==> src/mbq_ram.sv <==
`timescale 1ns / 1ps

module mbq_ram #(
   parameter int WIDTH = 8,
   parameter int DEPTH = 16
) (
   input  logic                     clock,
   input  logic                     wr_en,
   input  logic [$clog2(DEPTH)-1:0] wr_addr,
   input  logic [WIDTH-1:0]         wr_data,
   input  logic [$clog2(DEPTH)-1:0] rd_addr,
   output logic [WIDTH-1:0]         rd_data
);

   logic [WIDTH-1:0] mem_ff [DEPTH];

   always_ff @(posedge clock) begin
      if (wr_en) begin
         mem_ff[wr_addr] <= wr_data;
      end
      rd_data <= mem_ff[rd_addr];
   end

endmodule

==> config.mk <==
export PLATFORM = sky130hd
export DESIGN_NAME = mbq_ram
export DESIGN_NICKNAME = d
export VERILOG_FILES = /design/src/mbq_ram.sv
export SDC_FILE = /design/constraint.sdc
export NUM_CORES = 1
export LEC_CHECK = 0
export CAP_MARGIN = 10
export CORE_AREA = 2 2 147 149
export DETAILED_ROUTE_END_ITERATION = 16
export DIE_AREA = 0 0 149 151
export DONT_BUFFER_PORTS = 1
export HOLD_SLACK_MARGIN = 0.06
export PLACE_DENSITY = 0.4
export SETUP_SLACK_MARGIN = 0.05
export SLEW_MARGIN = 20
export SYNTH_ARGS = -nofsm -noshare
export SYNTH_HDL_FRONTEND = slang
export SYNTH_SLANG_ARGS = --single-unit
==> constraint.sdc <==
create_clock -name clock -period 2.61 [get_ports clock]
set_input_delay 0.522 -clock clock [delete_from_list [all_inputs] [get_ports clock]]
set_output_delay 0.522 -clock clock [all_outputs]
set_load 0.02 [all_outputs]
==> flow_summary.toml, run 1 <==
[outcome]
status = "complete, no violations"

[yosys]
syn_avg_cell_area_um2 = 22.5
synth-xor-area-share = 0
synth_cell_types = 19
synth.area.mux_share = 0.150
yosys.area_share.adder = 0
synth_top_family_by_area = "multiplexers"
syn_inst = 229
yosys_warnings = 0
synth_compound_area_frac = 0.0233
syn_nets = 247
netlist_area_um2 = 5150
synth-simple-area-share = 0.0318
ys_ff_latch = 136
ys_seq_area_frac = 0.778

[place]
globalplace.congestion = 0.652
pre_cts_slack_ns = 0.777
numPortBuffers = 0
dpl.cell_count = 505
dpl.hpwl_mm = 7.14

[worst_setup_path]
crit_fanout = 1
required_ns = 2.89
start_kind = "flop"
slowest_stage = "mux4_1"
critical_path.endpoint_type = "flop"
path_cells = "mux4_1 > a22oi_1 > nand2_1"
cp.arrival_ns = 1.72
crit_family = "multiplexers"
critPathBufInv = 0
critPathMaxStageDelay_ns = 0.52
crit_type = "reg2reg"

[floorplan]
io_pins = 26
die_w_um = 149
rows = 53
start_util = 0.247
die-area_um2 = 22500
dieHeight_um = 151
core_um2 = 20800

[power]
power_frac_comb = 0.029
powerDensity_nw_per_um2 = 803
seq_power_share = 0.511
p_switching_uw = 1020
peakVddDrop_v = 0.000458
leakage_uw = 0.00191
p_sw_frac = 0.211
power_frac_clock = 0.461
internal_power_uw = 3830
total_power_uw = 4850

[layout]
final_util = 0.290
fin_cells = 537
final_cell_mix = "edfxtp_1 (128), mux4_2 (18), clkbuf_16 (17), a22oi_1 (16), mux4_1 (14)"
nFillCells = 2088
fin_nets = 267
area_delta_synth_final_pct = 17.4
layout_commonest_cell = "edfxtp_1"
drive_above_1_share = 0.225
diodes = 0

[sta]
clock.fmax_mhz = 697
final-setup-viol-count = 0
rsz0062_at_grt = "false"
tightest_slew_ns = 0.794
fin_crit_sh = 0.550
drv_slew = 0
fin_skew_ns = 0.00690
setup_slack_ns = 1.17
final.min_clock_period_ns = 1.44
setup_tns_ns = 0
finalHoldViolCount = 0
max-slew-margin-rel = 0.469

[clock_tree]
clk_root_buffer_cell = "clkbuf_16"
cts_buffers = 17
path_clk_slew_ns = 0.06
clockBufferDepth = 2
cts_tree = "built"
cts_resized = 0
cts-hold-fix-buffers = 0
cts_setup_buffers = 0
htree_levels = 4
clock_latency_ns = 0.42
clock-sinks = 136

[drt]
totalWireLength_mm = 11.5
post-route-drc-count = 0
ant_nets = 0
firstDrtPassIters = 4
drtIter0Drc = 173
avgViaCountPerCell = 4.20
dr_total_vias = 2258
routedWlPerCell_um = 21.4

[min_path]
hold_path_class = "in2reg"

[grt]
grt_usage = 0.111
grt_max_degree = 33
grt_overflow = 0
grt_pass1_vias = 2412
antenna_found_initial = 0
grt_pass1_wl_mm = 17.0

[flow_run]
cap_violations = 0
-- sequential cells by signal (all words and copies together) (netlist names) --
signal   cells
mem_ff     128
rd_data      8
-- kinds of logic after synthesis --
family	after synthesis
flip-flops	136
multiplexers	32
buffers and inverters	10
AND/OR/NAND/NOR	35
AO/OA/AOI/OAI	16
-- metal layers --
metal	wire length (um)	global-route usage	vias up
li1	-	-	1014
met1	5760	0.154	1186
met2	5000	0.158	43
met3	563	0.0410	15
met4	153	0.0414	0
met5	0	0	-
-- metrics by stage --
| step | area, um^2 | hold WS [ns] |
|---|---|---|
| after floorplan | 5150 | 0.621 |
| after global placement | 5490 | 0.622 |
| after detailed placement | 5490 | 0.622 |
| final | 6040 | 0.197 |
| after CTS | 6040 | 0.173 |
| after global routing | 6040 | 0.169 |
-- worst paths after layout --
| check | slack, ns | cells past startpoint | endpoint | start |
|---|---|---|---|---|
| hold reg to reg | 0.70 | 3 | rd_data[3] | mem_ff[8][3] |
| setup reg to reg | 1.17 | 3 | rd_data[5] | mem_ff[1][5] |
| hold / removal | 0.20 | 0 | mem_ff[15][0] | wr_data[0] |
| setup / recovery | 1.17 | 3 | rd_data[5] | mem_ff[1][5] |
-- power groups by stage --
stage / combinational (uW) / clock [uW] / sequential, uW
2_1_floorplan: 124 / 0 / 2520
3_3_place_gp: 142 / 0 / 2520
3_5_place_dp: 142 / 0 / 2530
4_1_cts: 143 / 2300 / 2480
5_1_grt: 151 / 2400 / 2480
6_report: 139 / 2240 / 2480
-- area by class of cell --
cell class                 instances  area [um^2]  share of cell area
sequential                       136         4000               0.663
multi-input combinational         83         1060               0.175
clock buffer                      19          433              0.0717
tap                              275          344              0.0569
clock inverter                    13          121              0.0201
timing repair buffer              11         82.6              0.0137
-- cell usage after synthesis (all sizes together) --
library cell	number	area, um^2
dfxtp	8	160
nor2b	1	6.26
a22oi	16	120
nor2	13	48.8
nor3	4	20.0
and2b	1	7.51
mux4	32	773
or3b	1	8.76
clkdlybuf4s25	3	30.0
nand2b	2	12.5
and2	1	6.26
nand3	1	5.00
edfxtp	128	3840
nand3b	2	15.0
buf	7	56.3
nand2	9	33.8
Power figures use the tool's default switching activity.
==> run 2, diff against run 1 <==
Settings changed: PLACE_DENSITY 0.4 to 0.41.
Clock period 2.61 ns to 1.2 ns, I/O delays scaled along.
==> run 2 against run 1 <==
The run now ends with setup timing left. Global-route usage fell by 0.24 points. Sequential cell count did not move. Sequential share of layout area fell by 5.1 points. Worst hold slack got worse by 0.045 ns. Clock power rose to 2.6 times the previous value.
==> flow_summary.toml, run 2 (same netlist as run 1, synthesis figures left out) <==
[grt]
grt_usage = 0.108
grt_overflow = 0
grt_pass1_vias = 2554
grt_max_degree = 33
grt_pass1_wl_mm = 16.7
antenna_found_initial = 1

[clock_tree]
clk_root_buffer_cell = "clkbuf_16"
htree_levels = 4
clock-sinks = 136
cts_buffers = 17
clock_latency_ns = 0.41
clockBufferDepth = 2
cts_tree = "built"
path_clk_slew_ns = 0.06

[place]
globalplace.congestion = 0.672
numPortBuffers = 0
dpl.hpwl_mm = 7.00

[layout]
area_delta_synth_final_pct = 27.2
largestRegisters = "mem_ff (128), rd_data (8)"
layout_commonest_cell = "edfxtp_1"
top_register = "mem_ff"
largest_reg_flops = 128
drive_above_1_share = 0.380
fin_nets = 282
final_cell_mix = "edfxtp_1 (128), mux4_2 (32), clkbuf_16 (17), buf_12 (14)"

[worst_setup_path]
crit_type = "reg2reg"
required_ns = 1.49
critical_path.endpoint_type = "flop"
crit_fanout = 1
start_kind = "flop"
cp.arrival_ns = 1.56

[drt]
drtIter0Drc = 147
dr_total_vias = 2320
post-route-drc-count = 0
routedWlPerCell_um = 20.0
ant_nets = 0
avgViaCountPerCell = 4.20
firstDrtPassIters = 4
totalWireLength_mm = 11.0

[sta]
finalHoldViolCount = 0
setup_slack_ns = -0.0670
setup_tns_ns = -0.254
final-setup-viol-count = 8
rsz0062_at_grt = "true"
max-slew-margin-rel = 0.487
fin_crit_sh = 1.06
clock.fmax_mhz = 789
drv_slew = 0
tightest_slew_ns = 0.767
final.min_clock_period_ns = 1.27
fin_skew_ns = 0.00551

[floorplan]
io_pins = 26
die-area_um2 = 22500
core_um2 = 20800
die_w_um = 149
rows = 53
start_util = 0.247
dieHeight_um = 151

[outcome]
status = "finished, violations left"
violations = "setup timing"

[power]
peakVddDrop_v = 0.000691
powerDensity_nw_per_um2 = 1800
total_power_uw = 11800
leakage_uw = 0.00204

[flow_run]
cap_violations = 0

[min_path]
hold_path_class = "in2reg"
[run 2: metrics by stage]
stage	setup WS, ns	std cells	hold WS [ns]	area [um^2]	utilization
2_1_floorplan	-0.143	229	0.339	5220	-
3_3_place_gp	-0.172	513	0.340	5760	0.277
3_5_place_dp	-0.170	513	0.340	5760	0.277
4_1_cts	-0.0951	551	0.134	6540	0.314
5_1_grt	-0.120	551	0.134	6550	0.314
6_report	-0.0670	552	0.152	6550	0.315
[run 2: area by class of cell]
type / instances / area, um^2
multi-input combinational: 83 / 1120
clock inverter: 14 / 254
clock buffer: 17 / 425
sequential: 136 / 4010
fill: 2030 / 14300
antenna: 1 / 2.50
tap: 275 / 344
timing repair buffer: 26 / 390
[run 2: path summary, 6_finish.rpt]
| path | start | endpoint | slack, ns | depth (start not counted) |
|---|---|---|---|---|
| min | wr_addr[1] | mem_ff[0][0] | 0.15 | 2 |
| max | mem_ff[15][6] | rd_data[6] | -0.07 | 3 |
| min reg2reg | mem_ff[7][3] | rd_data[3] | 0.69 | 3 |
| max reg2reg | mem_ff[15][6] | rd_data[6] | -0.07 | 3 |
[run 2: repair_timing]
| item | in CTS | in global routing |
|---|---|---|
| pin swaps | 6 | 3 |
| buffers inserted | 0 | 0 |
| resized for setup | 6 | 6 |
| gates cloned | 0 | 0 |
| endpoints found under the setup margin | 10 | 11 |
| endpoints found under the hold margin | 128 | 0 |
| hold buffers | 8 | 0 |
[run 2: critical path: stages, from the launching register on]
cell      delay [ns]
edfxtp_1        0.35
mux4_2          0.52
a22oi_1         0.20
nand2_1         0.08
[run 2: per-layer routing]
metal,GRT usage,up-vias,part of all wire
met2,0.162,37,0.46
met1,0.147,1234,0.48
met5,0,-,0
li1,-,1033,-
met4,0.0414,0,0.014
met3,0.0352,16,0.043
[run 2: power breakdown]
group,total (uW),switching [uW],internal (uW)
clock network,5930,1860,4070
logic,439,221,218
registers,5400,78.2,5320
